--- config.mk ---
export PLATFORM = sky130hd
export DESIGN_NAME = bpk_fifo
export DESIGN_NICKNAME = d
export VERILOG_FILES = /design/src/rtl/bpk_pkg.sv /design/src/rtl/bpk_fifo.sv
export SDC_FILE = /design/constraint.sdc
export NUM_CORES = 1
export LEC_CHECK = 0
export BUFFER_PORTS_ARGS = -buffer_cell sky130_fd_sc_hd__clkbuf_2
export CAP_MARGIN = 20
export CORE_MARGIN = 1.5
export CORE_UTILIZATION = 55
export DETAILED_ROUTE_END_ITERATION = 6
export PLACE_DENSITY = 0.8
export SLEW_MARGIN = 5
export SYNTH_ARGS = -nofsm -noshare
export SYNTH_HDL_FRONTEND = slang
export SYNTH_SLANG_ARGS = --single-unit
--- constraint.sdc ---
create_clock -name clk -period 3.65 [get_ports clk]
set_input_delay 0.73 -clock clk [delete_from_list [all_inputs] [get_ports clk]]
set_output_delay 0.73 -clock clk [all_outputs]
set_load 0.02 [all_outputs]
--- src/rtl/bpk_pkg.sv ---
`timescale 1ns / 1ps
package bpk_pkg;

  localparam int unsigned BYTE_BITS = 8;
  localparam int unsigned PEND_BITS = 7;
  localparam int unsigned CODE_MAX  = 32;
  localparam int unsigned QDEPTH    = 4;
  localparam int unsigned QPTR_W    = $clog2(QDEPTH);
  localparam int unsigned QCNT_W    = $clog2(QDEPTH + 1);

  localparam logic [1:0] ACT_LOAD   = 2'd0;
  localparam logic [1:0] ACT_ENCODE = 2'd1;
  localparam logic [1:0] ACT_FINISH = 2'd2;

  localparam logic KIND_ENCODE = 1'b0;
  localparam logic KIND_FINISH = 1'b1;

  typedef struct packed {
    logic [1:0]  action;
    logic [7:0]  symbol;
    logic [31:0] code_bits;
    logic [5:0]  code_length;
  } in_item_t;

  typedef struct packed {
    logic [7:0] packed_byte;
    logic       last_of_run;
  } out_item_t;

  typedef struct packed {
    logic        kind;
    logic [31:0] code;
    logic [5:0]  len;
  } q_item_t;

endpackage

--- src/rtl/bpk_fifo.sv ---
`timescale 1ns / 1ps
module bpk_fifo (
  input  logic             clk,
  input  logic             rst_n,
  input  logic             push,
  input  bpk_pkg::q_item_t wdata,
  output logic             full,
  input  logic             pop,
  output bpk_pkg::q_item_t rdata,
  output logic             not_empty
);
  import bpk_pkg::*;

  q_item_t           q_mem [QDEPTH];
  logic [QPTR_W-1:0] wr_ptr_r;
  logic [QPTR_W-1:0] wr_ptr_nxt;
  logic [QPTR_W-1:0] rd_ptr_r;
  logic [QPTR_W-1:0] rd_ptr_nxt;
  logic [QCNT_W-1:0] cnt_r;
  logic [QCNT_W-1:0] cnt_nxt;

  assign full      = (cnt_r == QCNT_W'(QDEPTH));
  assign not_empty = (cnt_r != '0);
  assign rdata     = q_mem[rd_ptr_r];

  always_comb begin
    wr_ptr_nxt = push ? wr_ptr_r + QPTR_W'(1) : wr_ptr_r;
    rd_ptr_nxt = pop ? rd_ptr_r + QPTR_W'(1) : rd_ptr_r;
    cnt_nxt    = cnt_r;
    if (push && !pop) begin
      cnt_nxt = cnt_r + QCNT_W'(1);
    end else if (pop && !push) begin
      cnt_nxt = cnt_r - QCNT_W'(1);
    end
  end

  always_ff @(posedge clk) begin
    if (push) begin
      q_mem[wr_ptr_r] <= wdata;
    end
  end

  always_ff @(posedge clk) begin
    if (!rst_n) begin
      wr_ptr_r <= '0;
      rd_ptr_r <= '0;
      cnt_r    <= '0;
    end else begin
      wr_ptr_r <= wr_ptr_nxt;
      rd_ptr_r <= rd_ptr_nxt;
      cnt_r    <= cnt_nxt;
    end
  end

  a_no_overflow: assert property (@(posedge clk) disable iff (!rst_n)
    !(push && full && !pop))
    else $error("queue overflow");

  a_no_underflow: assert property (@(posedge clk) disable iff (!rst_n)
    pop |-> not_empty)
    else $error("queue underflow");

endmodule

### Yosys cells after proc, flatten, opt, wreduce, memory -nomap -nowiden

Memories as Yosys holds them, arrays and structs flattened. A register that Yosys moved wholly into a read port is not among the register bits.
Cells that the tools add are included.

* add/subtract/negate cells: 4
* $mul: 0
* div/mod/pow operators: 0
* $lt $le $gt $ge: 0
* equality and inequality tests: 1
* shifts and indexed selects: 0
* mux-type cells: 6
* bitwise logic cells: 0
* reduce and logical (&&, ||, !) cells: 6

Operator list (count)
* $mux 3: 2
* $add 2x1->2 const B: 2
* $mux 2: 2
* $add 3x1->3 const B: 1
* $eq 3x3->1 const B: 1
* $reduce_bool 3->1: 1
* $sub 3x1->3 const B: 1
* $logic_and 1x1->1: 2
* $logic_not 1->1: 2
* $mux 1: 2
* $reduce_bool 2->1: 1

* bits in registers: 7
* latch bits: 0
* RAM bits: 156
* memory bits (read-only): 0
* bits of input ports: 43
* output and inout port bits: 41
* logic and storage cells: 21
* memories kept: 1

Memory list
* q_mem: words 4, width 39, read ports 1, clocked after memory_dff 1, write ports 1, line bpk_fifo.sv:14 `q_item_t q_mem [QDEPTH];`

### Longest topological paths before layout

* word-level depth: 4
* gate-level depth with buffers: 7
* depth with buffers taken out: 7

### Worst setup path before layout

OpenSTA, ideal clock, no wires.

* kind: input-to-reg
* from: input port push
* to: memory q_mem[0][0] (netlist name), enable pin
* arrival: 1679 ps
* slack: 1571 ps
* stages on the path: 1
* path through: and2_1

* longest elaborated chain between the ends: 2

RTL lines
* start: declaration: line bpk_fifo.sv:5 `input logic push,`
* $mux 1: line bpk_fifo.sv:38 `if (push) begin`
* $mux 1 (implied by the code): line bpk_fifo.sv:39 `q_mem[wr_ptr_r] <= wdata;`
* end: declaration: line bpk_fifo.sv:14

No other way between the ends.

==> impl_results.md <==
- Outcome: complete, no violations
- Ranking of synthesized cells by area: edfxtp_1 77%, mux4_2 14%, dfxtp_1 3.0%
- Crit-path max FO: 39
- CTS buffer count: 17
- Max Clk Rate: approximately 0.34 GHz
- Post-layout nets: 392
- CORE AREA: approximately 11,000 um^2
- Post-synth top cells: 156 x edfxtp_1, 39 x mux4_2, 9 x and2_1, 9 x dfxtp_1, 5 x ha_1
- Clk buf depth: 2
- Top-count cell post-synth: edfxtp_1
- Number of diodes: 0
- DR DRC count: 0
- Unique masters post-synth: 20
- Mean routed wirelength per cell: approximately 20 um
- Ys flop type: edfxtp_1
- Clk Tree Root Cell: clkbuf_8
- Arrival @ worst endpoint: 2.23 ns
- Antenna Nets Post-Route: 0
- Yosys top cell area share: just under 80%
- Synth Cell Area: 6060 um^2
- Clk sinks: between 150 and 200
- Vias in the first global route: 2,960
- Crit-path cells: mux4_2 -> clkbuf_2
- Die W: 108 um
- WL final: about 10000 um
- GRT Total Usage: 18.6%
- Hold slack: between 0.4 and 0.5 ns
- Initial antenna violation count: 0
- Period utilization: about 81%
- Synth Area per Inst: about 25 um^2
- # rows: 38
- Area grow syn2layout: 19.3%
- Router iterations before antenna repair: 4
- Setup Buffers After CTS: 0
- WP data required: 2.92 ns
- Post-synth top area cell: edfxtp_1
- Crit. End Element: output pin
- Cts repair resizes: 0
- Die area: 11,700 um^2
- Setup violators final: 0
- Final TNS setup: 0 ns
- Post-DP HPWL: roughly 6000 um
- Fillers: 678
- Startpoint Class: flop
- Minimum clock period: 2.96 ns
- Clock H-tree levels: 4
- Seq/Total Area, Yosys: about 80%
- RSZ-0062 raised after global routing: false
- Flops & latches, synth: ~170
- I/O pins: 84
- Via/cell ratio: roughly 5.6
- Layout cells sized above 1: a little under half
- Yosys warns: 0
- RD Place Congestion: ~0.70
- Leak: roughly 2.5 nW
- Hold-fix buffers, CTS: 0
- Post-synth EDFFs: approximately 160
- Setup Skew: 0.00562 ns
- Clock Latency Late Sink: ~0.52 ns
- Die Y: about 110 um
- First-pass GRT wire length: 15,300 um
- Design area: around 7200 um^2
- Final Max Slew Viols: 0
- CP peak stage delay: about 0.87 ns
- Gate Count Post-Synth: 246
- Via count: roughly 2,800
- I/O Buffers: 83
- VDD IR max: 411 uV
- Placed instance area: approximately 6600 um^2
- Gr ovfl total: 0
- DR iter-0 viols: around 160
- Asr flop ratio synth: 0%
- Crit Path Class: reg -> out
- Worst Hold Class: in -> reg
- Final count of hold timing violations: 0
- Slew margin rel.: between 20 and 30%
- Syn nets: about 300
- CTS tree: done
- Slew @ Worst Pin: about 1.1 ns
- Worst path slowest cell: dfxtp_4
- Number of max-cap violations: 0
- Power per standard cell area: just over 600 nW/um^2
- Starting Density: a little under three fifths
- Clock-pin slew on the worst setup and hold paths: approximately 0.06 ns
- Largest net degree at the start of global routing: 40
cells in the final DEF (no fill, tap or decap), drive strengths merged, types with 2 or more instances in the layout:
master,instances
edfxtp,156
clkinv,5
nor2b,2
xor2,3
ha,5
or3,2
mux4,39
xnor2,2
inv,5
mux2i,2
buf,3
and2,9
dfxtp,9
bufinv,4
clkbuf,101
clkinvlp,3
sequential cells by signal, indices dropped and copies added (netlist names), named ones only:
name / cells
q_mem: 156
rd_ptr_r: 2
cnt_r: 3
wr_ptr_r: 2
layout make-up:
class	instances	area, um^2	share of cell area (%)
multi-input combinational	69	1130	15.7
inverter	4	15.0	0.208
sequential	165	4870	67.3
clock inverter	13	183	2.53
tap	140	175	2.42
clock buffer	18	418	5.78
timing repair buffer	86	438	6.05
stage by stage:
stage                     setup slack [ns]  instances  power, mW  util [%]
final                                0.690        495       4.43      67.0
after global routing                 0.536        495       4.58      67.0
after CTS                            0.613        495       4.47      67.0
after detailed placement              1.17        464       2.70      61.5
after global placement                1.20        464       2.68      61.5
after floorplan                       1.57        246       2.54         -
path summary, 6_finish.rpt:
check	start	to	slack (ns)	cells after the start
max	flop	rdata[29]	0.69	2
max reg2reg	wr_ptr_r[0]	q_mem[0][37]	1.81	3
min	wdata[35]	q_mem[1][35]	0.43	1
min reg2reg	cnt_r[2]	cnt_r[2]	0.53	2
report_power, final:
group	leakage (nW)	total, mW	switching (mW)	internal [mW]
registers	1.51	2.23	0.0588	2.17
logic	0.708	0.421	0.237	0.183
clock network	0.285	1.78	0.674	1.11
total	2.50	4.43	0.970	3.46
kinds of logic after synthesis:
group,Yosys count,share of synthesized area [%]
and+or+nand+nor,15,1.53
xor gates and xnor gates,5,0.722
muxes,41,14.8
AOI/OAI and AO/OA,2,0.206
adders and majority gates,6,1.36
DFF,165,80.2
buffers and inverters,12,1.16
critical path: cells and delay by family (launching register included):
family	cells	cell delay (ns)
buffers and inverters	1	0.18
DFF	1	0.87
muxes	1	0.63
metal layers:
layer	wire length, um	global-route usage [%]
met2	5240	31.1
met4	117	6.02
met1	4080	22.9
met3	530	6.69
met5	0	0
Note: power is estimated with default switching activity, not from simulation.
