===== src/rtl/bpk_pkg.sv =====
`timescale 1ns / 1ps
package bpk_pkg;

  localparam int unsigned BYTE_BITS = 8;
  localparam int unsigned PEND_BITS = 7;
  localparam int unsigned CODE_MAX  = 32;
  localparam int unsigned QDEPTH    = 4;
  localparam int unsigned QPTR_W    = $clog2(QDEPTH);
  localparam int unsigned QCNT_W    = $clog2(QDEPTH + 1);

  localparam logic [1:0] ACT_LOAD   = 2'd0;
  localparam logic [1:0] ACT_ENCODE = 2'd1;
  localparam logic [1:0] ACT_FINISH = 2'd2;

  localparam logic KIND_ENCODE = 1'b0;
  localparam logic KIND_FINISH = 1'b1;

  typedef struct packed {
    logic [1:0]  action;
    logic [7:0]  symbol;
    logic [31:0] code_bits;
    logic [5:0]  code_length;
  } in_item_t;

  typedef struct packed {
    logic [7:0] packed_byte;
    logic       last_of_run;
  } out_item_t;

  typedef struct packed {
    logic        kind;
    logic [31:0] code;
    logic [5:0]  len;
  } q_item_t;

endpackage


===== src/rtl/bpk_packer.sv =====
`timescale 1ns / 1ps
module bpk_packer #(
  parameter int CODE_W = 32
) (
  input  logic               clk,
  input  logic               rst_n,
  input  logic               q_vld,
  input  bpk_pkg::q_item_t   q_item,
  output logic               pop,
  output logic               out_valid,
  input  logic               out_stall,
  output bpk_pkg::out_item_t out_item
);
  import bpk_pkg::*;

  localparam int W     = PEND_BITS + CODE_W;
  localparam int REM_W = $clog2(W + 1);
  localparam logic [REM_W-1:0] BYTE_R = REM_W'(BYTE_BITS);
  localparam logic [REM_W-1:0] W_R    = REM_W'(W);

  typedef enum logic [1:0] {
    ST_IDLE = 2'b01,
    ST_EMIT = 2'b10
  } st_t;

  st_t              st_r;
  st_t              st_nxt;
  logic [W-1:0]     w_r;
  logic [W-1:0]     w_nxt;
  logic [REM_W-1:0] rem_r;
  logic [REM_W-1:0] rem_nxt;
  logic             ov_r;
  logic             ov_nxt;
  out_item_t        out_r;
  out_item_t        out_nxt;
  logic             out_free;
  logic [W-1:0]     code_ext;
  logic [REM_W-1:0] len_ext;
  logic [REM_W-1:0] total;
  logic [REM_W-1:0] sh;
  logic [W-1:0]     merged;
  logic [REM_W-1:0] rem_dec;

  assign out_valid = ov_r;
  assign out_item  = out_r;
  assign out_free  = !ov_r || !out_stall;

  assign code_ext = {{PEND_BITS{1'b0}}, q_item.code[CODE_W-1:0]};
  assign len_ext  = REM_W'(q_item.len);
  assign total    = rem_r + len_ext;
  assign sh       = W_R - total;
  assign merged   = (code_ext << sh) | {w_r[W-1 -: PEND_BITS], {CODE_W{1'b0}}};
  assign rem_dec  = rem_r - BYTE_R;

  always_comb begin
    st_nxt  = st_r;
    w_nxt   = w_r;
    rem_nxt = rem_r;
    pop     = 1'b0;
    ov_nxt  = ov_r && out_stall;
    out_nxt = out_r;
    case (st_r)
      ST_IDLE: begin
        if (q_vld) begin
          if (q_item.kind == KIND_FINISH) begin
            if (out_free) begin
              pop     = 1'b1;
              w_nxt   = '0;
              rem_nxt = '0;
              if (rem_r != '0) begin
                ov_nxt              = 1'b1;
                out_nxt.packed_byte = {w_r[W-1 -: PEND_BITS], 1'b0};
                out_nxt.last_of_run = 1'b1;
              end
            end
          end else begin
            pop     = 1'b1;
            w_nxt   = merged;
            rem_nxt = total;
            if (total >= BYTE_R) begin
              st_nxt = ST_EMIT;
            end
          end
        end
      end
      ST_EMIT: begin
        if (out_free) begin
          ov_nxt              = 1'b1;
          out_nxt.packed_byte = w_r[W-1 -: BYTE_BITS];
          out_nxt.last_of_run = (rem_dec < BYTE_R);
          w_nxt               = w_r << BYTE_BITS;
          rem_nxt             = rem_dec;
          if (rem_dec < BYTE_R) begin
            st_nxt = ST_IDLE;
          end
        end
      end
      default: begin
        st_nxt = ST_IDLE;
      end
    endcase
  end

  always_ff @(posedge clk) begin
    out_r <= out_nxt;
  end

  always_ff @(posedge clk) begin
    if (!rst_n) begin
      st_r  <= ST_IDLE;
      w_r   <= '0;
      rem_r <= '0;
      ov_r  <= 1'b0;
    end else begin
      st_r  <= st_nxt;
      w_r   <= w_nxt;
      rem_r <= rem_nxt;
      ov_r  <= ov_nxt;
    end
  end

  a_idle_partial: assert property (@(posedge clk) disable iff (!rst_n)
    (st_r == ST_IDLE) |-> (rem_r < BYTE_R))
    else $error("idle with a full byte pending");

  a_emit_has_byte: assert property (@(posedge clk) disable iff (!rst_n)
    (st_r == ST_EMIT) |-> (rem_r >= BYTE_R) && (rem_r <= W_R))
    else $error("emit without a full byte");

endmodule


===== config.mk =====
export PLATFORM = sky130hd
export DESIGN_NAME = bpk_packer
export DESIGN_NICKNAME = d
export VERILOG_FILES = /design/src/rtl/bpk_pkg.sv /design/src/rtl/bpk_packer.sv
export SDC_FILE = /design/constraint.sdc
export NUM_CORES = 1
export LEC_CHECK = 0
export ABC_AREA = 1
export BUFFER_PORTS_ARGS = -buffer_cell sky130_fd_sc_hd__buf_2
export CAP_MARGIN = 40
export CELL_PAD_IN_SITES_DETAIL_PLACEMENT = 1
export CELL_PAD_IN_SITES_GLOBAL_PLACEMENT = 1
export CORE_MARGIN = 2
export CORE_UTILIZATION = 37
export CTS_CLUSTER_SIZE = 25
export DETAILED_ROUTE_END_ITERATION = 8
export GPL_ROUTABILITY_DRIVEN = 0
export PLACE_DENSITY_LB_ADDON = 0.15
export SYNTH_ARGS = -nofsm -noshare
export SYNTH_HDL_FRONTEND = slang
export SYNTH_SLANG_ARGS = --single-unit

===== constraint.sdc =====
create_clock -name clk -period 2.8 [get_ports clk]
set_input_delay 0.28 -clock clk [delete_from_list [all_inputs] [get_ports clk]]
set_output_delay 0.28 -clock clk [all_outputs]
set_load 0.005 [all_outputs]

Yosys cells after proc, flatten, opt, wreduce, memory -nomap -nowiden

Cells that the tools add are included.

Add/subtract/negate cells: 3
Order comparisons: 2
Equal/unequal tests: 11
Shift-type cells: 1
Mux-type cells: 32
Bitwise operators: 1
Reductions and logical operators: 9

Operators by type and width:

| kind                                                                                 | number |
|---|---|
| 39-bit two-way mux                                                                   | 4 |
| 39-bit one-hot mux with 2 select lines                                               | 1 |
| 9-bit two-way mux                                                                    | 5 |
| 39-bit bitwise OR                                                                    | 1 |
| 32-bit by 6-bit << shifter with 39-bit output                                        | 1 |
| 6-bit two-way mux                                                                    | 4 |
| 9-bit one-hot mux with 2 select lines                                                | 1 |
| 2-bit != test (second input constant)                                                | 8 |
| 6-bit one-hot mux with 2 select lines                                                | 1 |
| 2-bit two-way mux                                                                    | 5 |
| 1-bit two-way mux                                                                    | 9 |
| 6-bit adder                                                                          | 1 |
| 6-bit by 4-bit greater-or-equal comparator with 1-bit output (second input constant) | 1 |
| 6-bit by 4-bit less-than comparator with 1-bit output (second input constant)        | 1 |
| 6-bit AND reduction                                                                  | 1 |
| 6-bit nonzero test                                                                   | 1 |
| 6-bit by 4-bit subtractor with 6-bit output (second input constant)                  | 1 |
| 6-bit subtractor (first input constant)                                              | 1 |
| 5-bit AND reduction                                                                  | 1 |
| 2-bit one-hot mux with 2 select lines                                                | 1 |
| 4-bit AND reduction                                                                  | 1 |
| 3-bit != test (second input constant)                                                | 1 |
| 2-bit by 1-bit equality test with 1-bit output (second input constant)               | 1 |
| 2-bit equality test (second input constant)                                          | 1 |
| 5 further kinds                                                                      | 6 |

Register bits after elaboration: 57
Output and inout port bits: 11
Logic and storage cells: 65

Depth between registers and ports, before layout

Word-level depth: 7
Gate-level depth with buffers: 20
Gate-level depth less buffers: 16

Worst setup path after synthesis

OpenSTA, ideal clock, no wires.

Path kind: reg2reg
Start: register rem_r[0]
End: register w_r[34]
Library setup time: 0.117 ns
Arrival: 2.594 ns
Required time: 2.683 ns
Path slack: 0.089 ns
Stages on the path, launching flop included: 16
Path buffers: 2
Period minus slack after synthesis: 2.711 ns
Cells stage by stage: dfxtp_1 -> ha_1 -> fa_1 -> a21oi_1 -> nor2_1 -> nor2_1 -> xor2_1 -> ha_1 -> clkbuf_1 -> inv_1 -> buf_2 -> nor2_1 -> a21oi_1 -> nor2_1 -> nor2_1 -> nor2_1

Word-level cells in the longest chain between the ends: 7

Ends and longest elaborated chain:

| what                                          | RTL line          | RTL |
|---|---|---|
| start: declaration                            | bpk_packer.sv:30  | `logic [REM_W-1:0] rem_r;` |
| start signal: assignment                      | bpk_packer.sv:117 | `rem_r <= rem_nxt;` |
| 6-bit adder                                   | bpk_packer.sv:50  | `assign total = rem_r + len_ext;` |
| 6-bit subtractor                              | bpk_packer.sv:51  | `assign sh = W_R - total;` |
| 32-bit by 6-bit << shifter with 39-bit output | bpk_packer.sv:52  | `assign merged = (code_ext << sh) \| {w_r[W-1 -: PEND_BITS], {CODE_W{1'b0}}};` |
| 39-bit bitwise OR                             | bpk_packer.sv:52  |  |
| 39-bit two-way mux                            | bpk_packer.sv:65  | `if (q_item.kind == KIND_FINISH) begin` |
| 39-bit two-way mux                            | bpk_packer.sv:64  | `if (q_vld) begin` |
| 39-bit one-hot mux with 2 select lines        | bpk_packer.sv:62  | `case (st_r)` |
| end signal: assignment                        | bpk_packer.sv:116 | `w_r <= w_nxt;` |
| end: declaration                              | bpk_packer.sv:28  | `logic [W-1:0] w_r;` |

Every way passes these cells. The select of a mux whose other input is x is not followed.
A chain may end at the register's enable or synchronous reset.

Worst setup path in the final report

Start: register rem_r[0]
End: register w_r[28]

The elaborated chain is that of the path after synthesis.

==> results.json <==
{
  "outcome": "finished, final reports clean",
  "drtPass1Iterations": 5,
  "track_usage_pct": 25.8,
  "fp.dieArea_mm2": 0.0136,
  "cts_sinks": 57,
  "p_per_area_mw_per_mm2": 1460,
  "syn2layout_area_growth_pct": 18.3,
  "clk_latency_ps": 330,
  "slowest_delay_ps": 550,
  "slew_headroom_pct": 48.9,
  "finalPower_w": 0.00813,
  "grt_pass1_wl_um": 27700,
  "cp-start-kind": "register",
  "synth_top_area_share_pct": 21.8,
  "drt_iter0_drc": 264,
  "endpoint_kind": "register",
  "vdd_drop_max_v": 0.000512,
  "synth_seq_cells": 57,
  "finClkSkew_ps": 6.47,
  "crit_buf_inv": 1,
  "io_pins": 54,
  "yosysTopAreaCell": "nand3_1",
  "crit_fanout": 35,
  "crit_cells": 10,
  "p_leak_nw": 2.49,
  "cts_buffers": 9,
  "num_vias": 5552,
  "slew_violations": 0,
  "diodes": 0,
  "h-tree-depth": 3,
  "die_x_um": 117,
  "wl_per_cell_um": 17.3,
  "ys_types": 34,
  "rr_startpoint": "rem_r[0]",
  "crit_required_ps": 3020,
  "cp_top_family": "adder cells",
  "synth.avg_cell_area_um2": 6.03,
  "overflow": 0,
  "ctsHoldBuffers": 0,
  "drcViolationCount": 0,
  "grt_pass1_vias": 5618,
  "worstSetupStartpoint": "rem_r[0]",
  "synth_fp_nets": 834,
  "yosys_warnings": 0,
  "antenna_found_initial": 0,
  "tightestPinTransition_ps": 760,
  "dieHeight_um": 117,
  "dp_hpwl_um": 12600,
  "yosysSeqAreaShare_pct": 26.2,
  "hold_path_class": "input pin to register",
  "worstSetupPathType": "register to register",
  "synth_area_leaders": "nand3_1, dfxtp_1, nand2_1",
  "core-area_mm2": 0.0125,
  "final.setup.tns_ps": 0,
  "reg2reg_slack_ps": 200,
  "portBuffers": 53,
  "finalCriticalPeriod_ps": 2600,
  "cp-endpoint": "w_r[28]",
  "rr_worst_depth": 10,
  "hold_viol_final": 0,
  "synth_area_mm2": 0.00470,
  "ant_nets": 0,
  "clk_pin_slew_worst_paths_ps": 50,
  "cts_buffer_depth": 2,
  "cap_violations": 0,
  "finalSetupViolations": 0,
  "drive_gt1_share_pct": 15.2,
  "start_util_pct": 37.6,
  "grt_start_max_net_pins": 48,
  "cp.arrival_ps": 2810,
  "period_share_pct": 92.7,
  "num_rows": 41,
  "cts_root_buffer": "clkbuf_16",
  "fin_util_pct": 44.4,
  "max_freq_mhz": 385,
  "routed_via_density": 5.57,
  "nets": 873,
  "syn_inst": 780,
  "path_cells": "ha_4 > fa_2 > buf_4 > nand3_1 > nand3_1 > nand2_1 > o21ai_1 > o21ai_0 > nand2_1 > a21oi_1",
  "routed_wirelength_um": 17200,
  "slowest_stage": "fa_2",
  "tritoncts": "done",
  "reg2reg_to": "w_r[28]"
}
timing repair:
action,in CTS,in global routing
gates resized for setup,0,14
setup buffers,0,3
setup endpoints to repair,0,39
through the flow:
| stage | cell area, µm² | hold WS [ps] | setup slack (ps) | std cells |
|---|---|---|---|---|
| 2_1_floorplan | 4700 | 402 | 89.2 | 780 |
| 3_3_place_gp | 5150 | 440 | 47.7 | 976 |
| 3_5_place_dp | 5150 | 444 | -18.3 | 976 |
| 4_1_cts | 5470 | 317 | 10.0 | 992 |
| 5_1_grt | 5560 | 322 | -9.59 | 996 |
| 6_report | 5560 | 328 | 203 | 996 |
layout by cell type, fill, tap and decap left out, drive strengths merged:
master	n
o221ai	1
dfxtp	48
a221oi	1
clkbuf	15
nand3	206
o21ai	51
o211ai	3
clkinv	1
nor2	34
edfxtp	9
buf	82
nand4	7
o221a	1
xnor2	2
nor3	5
a41oi	1
ha	10
a21oi	93
nand2	206
bufinv	1
xor2	2
inv	42
fa	1
nor4	2
synthesized netlist by cell type (all sizes together):
cell type	number
xnor2	2
nand4	7
a21oi	93
o211ai	3
o221ai	1
ha	10
a41oi	1
nand2	206
nor3	5
nand3	206
xor2	2
buf	34
inv	42
fa	1
nor4	2
o221a	1
edfxtp	9
nor2	34
o21ai	51
a221oi	1
clkbuf	21
dfxtp	48
registers in the layout, summed over array words and instances, names as in the netlist:
signal / flops
w_r: 39
out_item: 9
rem_r: 6
st_r: 2
out_valid: 1
layout make-up:
cell class / instances / area (µm²)
Fill cell: 1750 / 6950
Inverter: 42 / 158
Sequential cell: 57 / 1230
Multi-Input combinational cell: 626 / 3060
Clock inverter: 2 / 35.0
Clock buffer: 14 / 284
Tap cell: 172 / 215
Timing Repair Buffer: 83 / 574
worst reg2reg max path, cell delays in order, from the launching register on:
cell and delay (ps):
dfxtp_2 340, ha_4 170, fa_2 550, buf_4 340, nand3_1 190, nand3_1 120
nand2_1 120, o21ai_1 280, o21ai_0 210, nand2_1 110, a21oi_1 60
layer usage:
metal / track usage (%) / vias to the layer above / share of wire, %
met5: 0 / - / 0
met4: 4.94 / 0 / 1.2
met3: 4.93 / 15 / 3.5
met2: 48.6 / 92 / 52
met1: 30.5 / 2699 / 43
li1: - / 2746 / -
cell families (layout without fill, tap and decap cells):
group | after synthesis | after routing | synth area share [%]
XOR/XNOR | 4 | 4 | 0.905
AND/OR/NAND/NOR | 460 | 460 | 43.5
adder cells (fa/ha/maj) | 11 | 11 | 3.09
AO/OA/AOI/OAI | 151 | 151 | 16.7
buffers and inverters | 97 | 141 | 9.61
flip-flops | 57 | 57 | 26.2
worst min path at each step:
stage	startpoint	to	slack, ps	cells past startpoint
after detailed placement	w_r[32]	out_item[2]	440	0
final	q_vld	out_valid	330	3
after CTS	q_vld	out_valid	320	3
after global placement	w_r[32]	out_item[2]	440	0
after global routing	q_vld	out_valid	320	3
after floorplan	w_r[38]	out_item[8]	400	0
power by group:
group | leakage (nW) | total, W | switching, W | internal [W]
sequential | 0.477 | 0.00131 | 0.000168 | 0.00114
combinational | 1.86 | 0.00566 | 0.00374 | 0.00193
clock | 0.159 | 0.00116 | 0.000376 | 0.000784
Note: power is estimated with default switching activity, not from simulation.
